$ cat config.mk
export PLATFORM = sky130hd
export DESIGN_NAME = message_content_screen
export DESIGN_NICKNAME = d
export VERILOG_FILES = /design/src/design/mcs_pkg.sv /design/src/design/message_content_screen.sv
export SDC_FILE = /design/constraint.sdc
export NUM_CORES = 2
export LEC_CHECK = 0
export ABC_AREA = 1
export ABC_CLOCK_PERIOD_IN_PS = 20700
export BUFFER_PORTS_ARGS = -buffer_cell sky130_fd_sc_hd__buf_4
export CAP_MARGIN = 25
export CORE_UTILIZATION = 67
export DETAILED_ROUTE_END_ITERATION = 6
export PLACE_DENSITY = 0.92
export SLEW_MARGIN = 20
export SYNTH_ARGS = -nofsm -noshare
export SYNTH_HDL_FRONTEND = slang
export SYNTH_SLANG_ARGS = --single-unit
export TNS_END_PERCENT = 10
$ cat constraint.sdc
create_clock -name aclk -period 20.7 [get_ports aclk]
set_input_delay 4.14 -clock aclk [delete_from_list [all_inputs] [get_ports aclk]]
set_output_delay 4.14 -clock aclk [all_outputs]
set_load 0.01 [all_outputs]
$ cat src/design/mcs_pkg.sv
// package for the message content screen: item types, verdict codes,
// register indexes and hash constants. no dependencies.
package mcs_pkg;

    localparam int LENGTH_WIDTH_DEF = 16;

    localparam int CFG_INDEX_W = 4;
    localparam int CFG_DATA_W  = 17;

    localparam logic [CFG_INDEX_W-1:0] CFG_MAX_MESSAGE_BYTES      = 4'd0;
    localparam logic [CFG_INDEX_W-1:0] CFG_MAX_BYTE_RUN           = 4'd1;
    localparam logic [CFG_INDEX_W-1:0] CFG_LONG_MESSAGE_THRESHOLD = 4'd2;
    localparam logic [CFG_INDEX_W-1:0] CFG_MIN_DISTINCT_RATIO_Q16 = 4'd3;

    localparam logic [15:0] RST_MAX_MESSAGE_BYTES      = 16'd512;
    localparam logic [15:0] RST_MAX_BYTE_RUN           = 16'd8;
    localparam logic [15:0] RST_LONG_MESSAGE_THRESHOLD = 16'd32;
    localparam logic [16:0] RST_MIN_DISTINCT_RATIO_Q16 = 17'd13107;

    // fnv-1a 64 offset basis; the prime is 2^40 + 2^8 + 0xb3
    localparam logic [63:0] FNV_BASIS = 64'hCBF2_9CE4_8422_2325;

    localparam logic [1:0] VERDICT_NONE      = 2'd0;
    localparam logic [1:0] VERDICT_TOO_LONG  = 2'd1;
    localparam logic [1:0] VERDICT_REPEATED  = 2'd2;
    localparam logic [1:0] VERDICT_LOW_VARIETY = 2'd3;

    typedef struct packed {
        logic [7:0] data_byte;
        logic       last_byte;
    } in_item_t;

    typedef struct packed {
        logic [1:0]  verdict;
        logic [63:0] message_hash;
    } out_item_t;

endpackage

$ cat src/design/message_content_screen.sv
// message content screen top level: byte statistics, fnv-1a 64 hash and verdict
// uses mcs_pkg for item types, register indexes, verdict codes and constants
//
//  channel | ports                          | moves
//  --------+--------------------------------+-------------------------------
//  input   | s_valid s_ready s_item         | one message byte and last flag
//  result  | m_valid m_ready m_item         | verdict and hash per message
//  config  | cfg_valid cfg_ready cfg_index  | register write, cfg_data
//
// one byte is taken every cycle while s_ready is high; the hash update is a
// shift-add of the sparse prime in the same cycle as the statistics update.
// a message result passes the judge register, then the output register after
// its last byte; the 17 x LENGTH_WIDTH ratio product sits between the two.
// reset (aresetn low, synchronous) clears all message state, the seen map
// included, and loads register defaults; the seen map is also cleared at once
// on every last byte. a stalled result holds the judge stage, and s_ready
// drops only while both the judge and output registers are full.
module message_content_screen #(
    parameter int LENGTH_WIDTH = mcs_pkg::LENGTH_WIDTH_DEF
) (
    input  logic                               aclk,
    input  logic                               aresetn,
    input  logic                               s_valid,
    output logic                               s_ready,
    input  mcs_pkg::in_item_t                  s_item,
    output logic                               m_valid,
    input  logic                               m_ready,
    output mcs_pkg::out_item_t                 m_item,
    input  logic                               cfg_valid,
    output logic                               cfg_ready,
    input  logic [mcs_pkg::CFG_INDEX_W-1:0]    cfg_index,
    input  logic [mcs_pkg::CFG_DATA_W-1:0]     cfg_data
);

    localparam int LW     = LENGTH_WIDTH;
    localparam int CMP_W  = (LW > 16) ? LW : 16;
    localparam int PROD_W = 17 + LW;
    localparam logic [LW-1:0] COUNT_MAX = {LW{1'b1}};

    // configuration registers
    logic [15:0] max_bytes_reg;
    logic [15:0] max_run_reg;
    logic [15:0] long_thr_reg;
    logic [16:0] min_ratio_reg;

    // message state
    logic [63:0]    hash_reg;
    logic [LW-1:0]  count_reg;
    logic [LW-1:0]  run_reg;
    logic [LW-1:0]  longest_reg;
    logic [7:0]     prev_reg;
    logic [255:0]   seen_reg;
    logic [8:0]     distinct_reg;

    logic [63:0]    hash_next;
    logic [LW-1:0]  count_next;
    logic [LW-1:0]  run_next;
    logic [LW-1:0]  longest_next;
    logic [7:0]     prev_next;
    logic [8:0]     distinct_next;
    logic [63:0]    hash_x;

    // judge stage
    logic           judge_valid_reg;
    logic [63:0]    judge_hash_reg;
    logic [LW-1:0]  judge_count_reg;
    logic [LW-1:0]  judge_longest_reg;
    logic [8:0]     judge_distinct_reg;

    // output register
    logic               out_valid_reg;
    mcs_pkg::out_item_t out_item_reg;

    logic in_fire;
    logic out_free;
    logic judge_free;
    logic byte_seen;
    logic same_run;

    logic [CMP_W-1:0]  count_ext;
    logic [CMP_W-1:0]  longest_ext;
    logic [PROD_W-1:0] ratio_prod;
    logic [PROD_W-1:0] distinct_scaled;
    logic [1:0]        verdict;

    assign out_free   = !out_valid_reg || m_ready;
    assign judge_free = !judge_valid_reg || out_free;
    assign s_ready    = judge_free;
    assign in_fire    = s_valid && s_ready;
    assign cfg_ready  = 1'b1;
    assign m_valid    = out_valid_reg;
    assign m_item     = out_item_reg;

    // statistics update for the byte on the input
    always_comb begin
        hash_x    = hash_reg ^ {56'd0, s_item.data_byte};
        // x * prime = x<<40 + x<<8 + x*0xb3 (0xb3 = 128+32+16+2+1)
        hash_next = (hash_x << 40) + (hash_x << 8) + (hash_x << 7) + (hash_x << 5)
                  + (hash_x << 4) + (hash_x << 1) + hash_x;

        count_next = (count_reg == COUNT_MAX) ? COUNT_MAX : count_reg + 1'b1;

        // a zero run means no previous byte yet
        same_run = (run_reg != '0) && (s_item.data_byte == prev_reg);
        if (same_run) begin
            run_next  = (run_reg == COUNT_MAX) ? COUNT_MAX : run_reg + 1'b1;
            prev_next = prev_reg;
        end else begin
            run_next  = {{(LW-1){1'b0}}, 1'b1};
            prev_next = s_item.data_byte;
        end
        longest_next = (run_next > longest_reg) ? run_next : longest_reg;

        byte_seen     = seen_reg[s_item.data_byte];
        distinct_next = byte_seen ? distinct_reg : distinct_reg + 9'd1;
    end

    always_ff @(posedge aclk) begin
        if (!aresetn) begin
            hash_reg     <= mcs_pkg::FNV_BASIS;
            count_reg    <= '0;
            run_reg      <= '0;
            longest_reg  <= '0;
            prev_reg     <= '0;
            seen_reg     <= '0;
            distinct_reg <= '0;
        end else if (in_fire) begin
            if (s_item.last_byte) begin
                hash_reg     <= mcs_pkg::FNV_BASIS;
                count_reg    <= '0;
                run_reg      <= '0;
                longest_reg  <= '0;
                prev_reg     <= '0;
                seen_reg     <= '0;
                distinct_reg <= '0;
            end else begin
                hash_reg     <= hash_next;
                count_reg    <= count_next;
                run_reg      <= run_next;
                longest_reg  <= longest_next;
                prev_reg     <= prev_next;
                seen_reg[s_item.data_byte] <= 1'b1;
                distinct_reg <= distinct_next;
            end
        end
    end

    always_ff @(posedge aclk) begin
        if (!aresetn) begin
            max_bytes_reg <= mcs_pkg::RST_MAX_MESSAGE_BYTES;
            max_run_reg   <= mcs_pkg::RST_MAX_BYTE_RUN;
            long_thr_reg  <= mcs_pkg::RST_LONG_MESSAGE_THRESHOLD;
            min_ratio_reg <= mcs_pkg::RST_MIN_DISTINCT_RATIO_Q16;
        end else if (cfg_valid) begin
            unique case (cfg_index)
                mcs_pkg::CFG_MAX_MESSAGE_BYTES:      max_bytes_reg <= cfg_data[15:0];
                mcs_pkg::CFG_MAX_BYTE_RUN:           max_run_reg   <= cfg_data[15:0];
                mcs_pkg::CFG_LONG_MESSAGE_THRESHOLD: long_thr_reg  <= cfg_data[15:0];
                mcs_pkg::CFG_MIN_DISTINCT_RATIO_Q16: min_ratio_reg <= cfg_data;
                default: ;
            endcase
        end
    end

    // judge stage holds the final statistics of a message
    always_ff @(posedge aclk) begin
        if (!aresetn) begin
            judge_valid_reg <= 1'b0;
        end else if (judge_free) begin
            judge_valid_reg <= in_fire && s_item.last_byte;
        end
    end

    always_ff @(posedge aclk) begin
        if (in_fire && s_item.last_byte) begin
            judge_hash_reg     <= hash_next;
            judge_count_reg    <= count_next;
            judge_longest_reg  <= longest_next;
            judge_distinct_reg <= distinct_next;
        end
    end

    // verdict in priority order: too long, repeated, low variety
    always_comb begin
        count_ext       = CMP_W'(judge_count_reg);
        longest_ext     = CMP_W'(judge_longest_reg);
        ratio_prod      = PROD_W'(min_ratio_reg) * PROD_W'(judge_count_reg);
        distinct_scaled = PROD_W'({judge_distinct_reg, 16'd0});
        priority if (count_ext > CMP_W'(max_bytes_reg)) begin
            verdict = mcs_pkg::VERDICT_TOO_LONG;
        end else if (longest_ext >= CMP_W'(max_run_reg)) begin
            verdict = mcs_pkg::VERDICT_REPEATED;
        end else if (count_ext >= CMP_W'(long_thr_reg) && distinct_scaled < ratio_prod) begin
            verdict = mcs_pkg::VERDICT_LOW_VARIETY;
        end else begin
            verdict = mcs_pkg::VERDICT_NONE;
        end
    end

    always_ff @(posedge aclk) begin
        if (!aresetn) begin
            out_valid_reg <= 1'b0;
        end else if (out_free) begin
            out_valid_reg <= judge_valid_reg;
        end
    end

    always_ff @(posedge aclk) begin
        if (out_free && judge_valid_reg) begin
            out_item_reg.verdict      <= verdict;
            out_item_reg.message_hash <= judge_hash_reg;
        end
    end

endmodule
=== Yosys cells after proc, flatten, opt, wreduce, memory -nomap -nowiden ===
Cells that the tools add are included.
W data, S select, Z words.

* Output and inout port bits: 69
* Logic and storage cells: 81
* Flip-flop bits (word level): 623

* Equality and inequality tests: 7
* $lt $le $gt $ge: 7
* Bitwise operators: 2
* $mul: 1
* Add/subtract/negate cells: 9
* Mux-type cells: 19
* Reduce and logical (&&, ||, !) cells: 17

{| class="wikitable"
|+ Operators with widths
! kind !! count
|-
| $add A64 B64 Y64 || 6
|-
| $mux W256 || 1
|-
| $or A256 B256 Y256 || 1
|-
| $mux W16 || 7
|-
| $mux W64 || 1
|-
| $xor A64 B8 Y64 || 1
|-
| $lt A25 B33 Y1 || 1
|-
| $mul A17 B16 Y33 || 1
|-
| $add A16 B1 Y16 const B || 2
|-
| $eq A16 B16 Y1 const B || 2
|-
| $ge A16 B16 Y1 || 2
|-
| $gt A16 B16 Y1 || 2
|-
| $mux W9 || 2
|-
| $mux W8 || 2
|-
| $reduce_bool A16 Y1 || 1
|-
| $reduce_and A2 Y1 || 5
|-
| $add A9 B1 Y9 const B || 1
|-
| $lt A8 B9 Y1 const B || 1
|-
| $bmux W1 S8 || 1
|-
| $demux W1 S8 || 1
|-
| $eq A4 B2 Y1 const B || 2
|-
| $eq A8 B8 Y1 || 1
|-
| $ge A8 B1 Y1 const B || 1
|-
| $logic_and A1 B1 Y1 || 6
|-
| 7 further kinds || 11
|}

=== Longest topological paths before layout ===
* Depth in word-level cells: 8
* Gate-level depth with buffers: 42
* Gate-level depth less buffers: 40

=== Least setup slack after synthesis ===
OpenSTA, ideal clock, no wires.

* Path type: in2reg
* Start: input m_ready
* End: register hash_reg[0]
* Setup slack: 10.315 ns
* Data required time: 20.620 ns
* Arrival time: 10.306 ns
* Cell stages on the path: 10
* Path buffers: 2
* Library setup time: 0.080 ns
* Cells stage by stage: inv_1 nand3_1 nand2_1 nor2_1 inv_1 nand2_1 clkbuf_1 clkbuf_1 inv_1 o211ai_1

* Cells in the longest elaborated chain, start to end: 3

{| class="wikitable"
|+ Ends and longest elaborated chain
! what !! RTL line !! RTL
|-
| start, declared || message_content_screen.sv:27 || <nowiki>input logic m_ready,</nowiki>
|-
| $logic_or A1 B1 Y1 || message_content_screen.sv:86 || <nowiki>assign out_free = !out_valid_reg || m_ready;</nowiki>
|-
| $logic_or A1 B1 Y1 || message_content_screen.sv:87 || <nowiki>assign judge_free = !judge_valid_reg || out_free;</nowiki>
|-
| net s_ready || message_content_screen.sv:24 || <nowiki>output logic s_ready,</nowiki>
|-
| $logic_and A1 B1 Y1 || message_content_screen.sv:89 || <nowiki>assign in_fire = s_valid && s_ready;</nowiki>
|-
| end signal, assigned || message_content_screen.sv:120 || <nowiki>hash_reg <= mcs_pkg::FNV_BASIS;</nowiki>
|-
| end signal, assigned || message_content_screen.sv:129 || <nowiki>hash_reg <= mcs_pkg::FNV_BASIS;</nowiki>
|-
| end signal, assigned || message_content_screen.sv:137 || <nowiki>hash_reg <= hash_next;</nowiki>
|-
| end, declared || message_content_screen.sv:47 || <nowiki>logic [63:0] hash_reg;</nowiki>
|}

The timed path passes the listed nets, and every way through them passes these cells.
A chain may end at the register's enable or synchronous reset.

=== Final worst setup path ===
* Start: input s_item[1] in the netlist's numbering
* End: register judge_hash_reg[44] (data pin)

* Cells in the longest elaborated chain, start to end: 7

{| class="wikitable"
|+ Ends and longest elaborated chain
! what !! RTL line !! RTL
|-
| start, declared || message_content_screen.sv:25 || <nowiki>input mcs_pkg::in_item_t s_item,</nowiki>
|-
| $xor A64 B8 Y64 (*) || message_content_screen.sv:96 || <nowiki>hash_x = hash_reg ^ {56'd0, s_item.data_byte};</nowiki>
|-
| $add A64 B64 Y64 (3 in series) || message_content_screen.sv:98 || <nowiki>hash_next = (hash_x << 40) + (hash_x << 8) + (hash_x << 7) + (hash_x << 5)</nowiki>
|-
| $add A64 B64 Y64 (2 in series) || message_content_screen.sv:99 || <nowiki>+ (hash_x << 4) + (hash_x << 1) + hash_x;</nowiki>
|-
| $add A64 B64 Y64 (*) || message_content_screen.sv:99 ||
|-
| net hash_next[44] || message_content_screen.sv:55 || <nowiki>logic [63:0] hash_next;</nowiki>
|-
| end signal, assigned || message_content_screen.sv:176 || <nowiki>judge_hash_reg <= hash_next;</nowiki>
|-
| end, declared || message_content_screen.sv:65 || <nowiki>logic [63:0] judge_hash_reg;</nowiki>
|}

The timed path passes the listed nets; every way through them passes the cells marked *.

==> out/metrics.cfg <==
[run_status]
outcome=finished, final reports clean

[worst_hold_path]
hold_crit_endpoint=m_item[9]$_DFFE_PP_
hold_path_startpoint=judge_hash_reg[9]$_DFFE_PP_
worstHoldPathType=register to register
hold_depth=0

[timing]
rsz_0062_raised_after_global_routing=no
drv_slew=0
final_hold_viol_count=0
final_report_setup_violation_count=0
slew-limit-headroom_pct=26.5
finalCritPeriodShare_pct=44.3
timing.final.crit_period_ns=9.17
finalClockSkew_ns=0.0452
totalNegativeSetupSlack_ns=0
max_freq_mhz=109
worst_pin_slew_ns=1.10

[setup_path]
critical_path_arrival_ns=9.55
worst_path_max_delay_cell=sky130_fd_sc_hd__buf_4
r2r-start=count_ext[5]$_DFFE_PP_
path_max_fanout=57
crit_path_start_kind=primary input
crit_start=s_item[1]
setup.reg_to_reg.worst_slack_ns=12.85
delay_of_the_slowest_cell_on_the_worst_path_ns=0.53
crit_path_cell_trace=buf_4 -> xnor2_1 -> inv_1 -> fa_1 -> fa_1 -> fa_1 -> ha_1 -> ha_1 -> a21oi_1 -> o21ai_0 -> a21oi_1 -> inv_1 -> nand3_1 -> nand3_1 -> a21boi_0 -> o21ai_0 -> or2_2 -> and2_1
r2r-end=m_item[64]$_SDFFCE_PN1P_
data_required_time_of_the_critical_path_ns=21.08
path_common_cell=sky130_fd_sc_hd__fa_1
timing.critical_path.to_type=register
reg2regPathDepth=36
critPathKind=primary input to register

[logic_synthesis]
ys_warn_count=0
synth_largest_area_cell=sky130_fd_sc_hd__fa_1
asyncSetResetFlopFracSynth_pct=0
ys_top_cells_by_area=sky130_fd_sc_hd__fa_1 (20%), sky130_fd_sc_hd__dfxtp_1 (20%), sky130_fd_sc_hd__edfxtp_1 (11%), sky130_fd_sc_hd__nand2_1 (11%), sky130_fd_sc_hd__inv_1 (8.6%)
synth_area_mm2=0.0462
synth.avg_cell_area_um2=7.98
synth_top_area_share_pct=19.9
synth_enable_flop_cells=171
synth-main-ff-cell=sky130_fd_sc_hd__dfxtp_1
ys_types=50
mappedNetlistNets=6568
synth_cells=5786
ys_ff_latch=623
ys_seq_area_share_pct=30.7

[global_routing]
gr-usage-all-layers_pct=37.9
globalRoute.totalOverflow=0
largest_net_degree_at_the_start_of_global_routing=110
grt_pass1_vias=40000
global_route_wire_length_before_repair_mm=208
grt_antenna_before_repair=5

[layout]
areaGrowthSynthToFinish_pct=7.85
final_net_count=6556
finished_core_util_pct=73.6
final_layout_size_suffix_gt1_share_pct=5.55
finalNonFillerCells=6701
largest_register_ff_count=256

[floorplanning]
floorplan.io_pins=104
floorplan.die.height_um=265
total_die_area_mm2=0.0700
core-area_mm2=0.0676
floorplan.die.width_um=265
initial_utilization_pct=68.3
placement_rows=95

[drt]
drt_iter0_drc=4567
routed_wire_length_per_instance_um=19.6
drt-pass1-iter-count=7
wirelength_mm=131
ant_nets=0
drc=0
dr_total_vias=39700
detail_route.vias_per_cell=5.93

[place]
placed_wire_length_estimate_mm=93.1
gp_congestion=1.01
place.port_buffers=102
numPlacedInstances=6571

[clock_tree]
post_cts.repair.setup_buffers=0
cts.reportedPaths.clkPinSlew_ns=0.06
cts_tree=yes
clock-sinks=623
ctsLongestPathBuffers=3
clock-root-buffer=sky130_fd_sc_hd__clkbuf_16
clock_latency_at_the_later_pin_of_the_worst_skew_pair_ns=0.64
cts-buffers-inserted=66
cts.hold.buffers_added=0
htreeDepth=3
cts_repair_resize_count=0

[run]
drv_cap=0

## cell type report
type	count	area [µm²]
Antenna cell	3	7.51
Clock buffer	88	1870
Clock inverter	31	338
Fill cell	4722	17800
Inverter	1070	4020
Multi-Input combinational cell	3861	27100
Sequential cell	623	14200
Tap cell	873	1090
Timing Repair Buffer	152	1170
## synth_stat cells, types with 8 or more instances
master,n
sky130_fd_sc_hd__a21oi_1,610
sky130_fd_sc_hd__a31oi_1,10
sky130_fd_sc_hd__and2_1,17
sky130_fd_sc_hd__buf_2,32
sky130_fd_sc_hd__buf_4,8
sky130_fd_sc_hd__clkbuf_1,179
sky130_fd_sc_hd__dfxtp_1,452
sky130_fd_sc_hd__edfxtp_1,171
sky130_fd_sc_hd__fa_1,459
sky130_fd_sc_hd__ha_1,288
sky130_fd_sc_hd__inv_1,1060
sky130_fd_sc_hd__nand2_1,1325
sky130_fd_sc_hd__nand3_1,138
sky130_fd_sc_hd__nand3b_1,9
sky130_fd_sc_hd__nand4_1,33
sky130_fd_sc_hd__nor2_1,449
sky130_fd_sc_hd__nor3_1,58
sky130_fd_sc_hd__nor4_1,9
sky130_fd_sc_hd__o21a_1,12
sky130_fd_sc_hd__o21ai_0,204
sky130_fd_sc_hd__o21ai_1,37
sky130_fd_sc_hd__o21bai_1,17
sky130_fd_sc_hd__o22ai_1,8
sky130_fd_sc_hd__or2_2,10
sky130_fd_sc_hd__xnor2_1,45
sky130_fd_sc_hd__xor2_1,57
## layout by cell type, fill, tap and decap left out, drive strengths merged, types with 10 or more instances in the layout
cell,instances
nand2,1331
inv,1073
a21oi,617
fa,459
nor2,457
dfxtp,452
ha,288
o21ai,241
edfxtp,171
buf,152
nand3,139
clkbuf,88
nor3,66
xor2,57
xnor2,45
nand4,33
clkinv,20
o21bai,17
and2,17
o21a,12
a31oi,10
or2,10
## stage by stage
stage / cell area, µm² / hold WS [ns] / setup WS, ns
after floorplan: 46200 / 0.400 / 10.31
after global placement: 47500 / 0.400 / 11.02
after detailed placement: 47500 / 0.405 / 10.99
after CTS: 49700 / 0.414 / 11.59
after global routing: 49800 / 0.421 / 11.15
final: 49800 / 0.415 / 11.53
## worst max-delay path: cells and delay by family
family                     cells  cell delay [ns]
AOI/OAI and AO/OA              5             1.14
xor gates and xnor gates       1             0.36
adders and majority gates      5             2.13
buffers and inverters          3             0.87
and+or+nand+nor                4             0.85
## layer usage
metal,vias up,track usage [%],wire length (µm)
li1,18000,-,-
met1,18800,47.1,48100
met2,2388,61.9,60800
met3,581,8.91,15300
met4,6,19.0,6870
met5,-,0,38
## how the worst max path moves through the flow
stage                                   end  slack [ns]  cells after the start
2_1_floorplan      hash_reg[0]$_SDFFE_PN1P_       10.31                     10
3_3_place_gp   judge_hash_reg[44]$_DFFE_PP_       11.02                     18
3_5_place_dp   judge_hash_reg[44]$_DFFE_PP_       10.99                     18
4_1_cts        judge_hash_reg[44]$_DFFE_PP_       11.59                     18
5_1_grt        judge_hash_reg[44]$_DFFE_PP_       11.15                     18
6_report       judge_hash_reg[44]$_DFFE_PP_       11.53                     18
## cells by family after synthesis
| kind of cell | Yosys count | share of synthesized area (%) |
|---|---|---|
| AO/OA/AOI/OAI | 939 | 10.7 |
| buffers and inverters | 1302 | 10.8 |
| AND/OR/NAND/NOR | 2072 | 18.1 |
| XOR/XNOR | 102 | 1.93 |
| other | 1 | 0.00812 |
| flip-flops | 623 | 30.7 |
| adder cells (fa/ha/maj) | 747 | 27.7 |
Power is left out: the tool's default activity adds up to more than one toggle a clock period on the data nets, which glitch-free logic cannot reach.
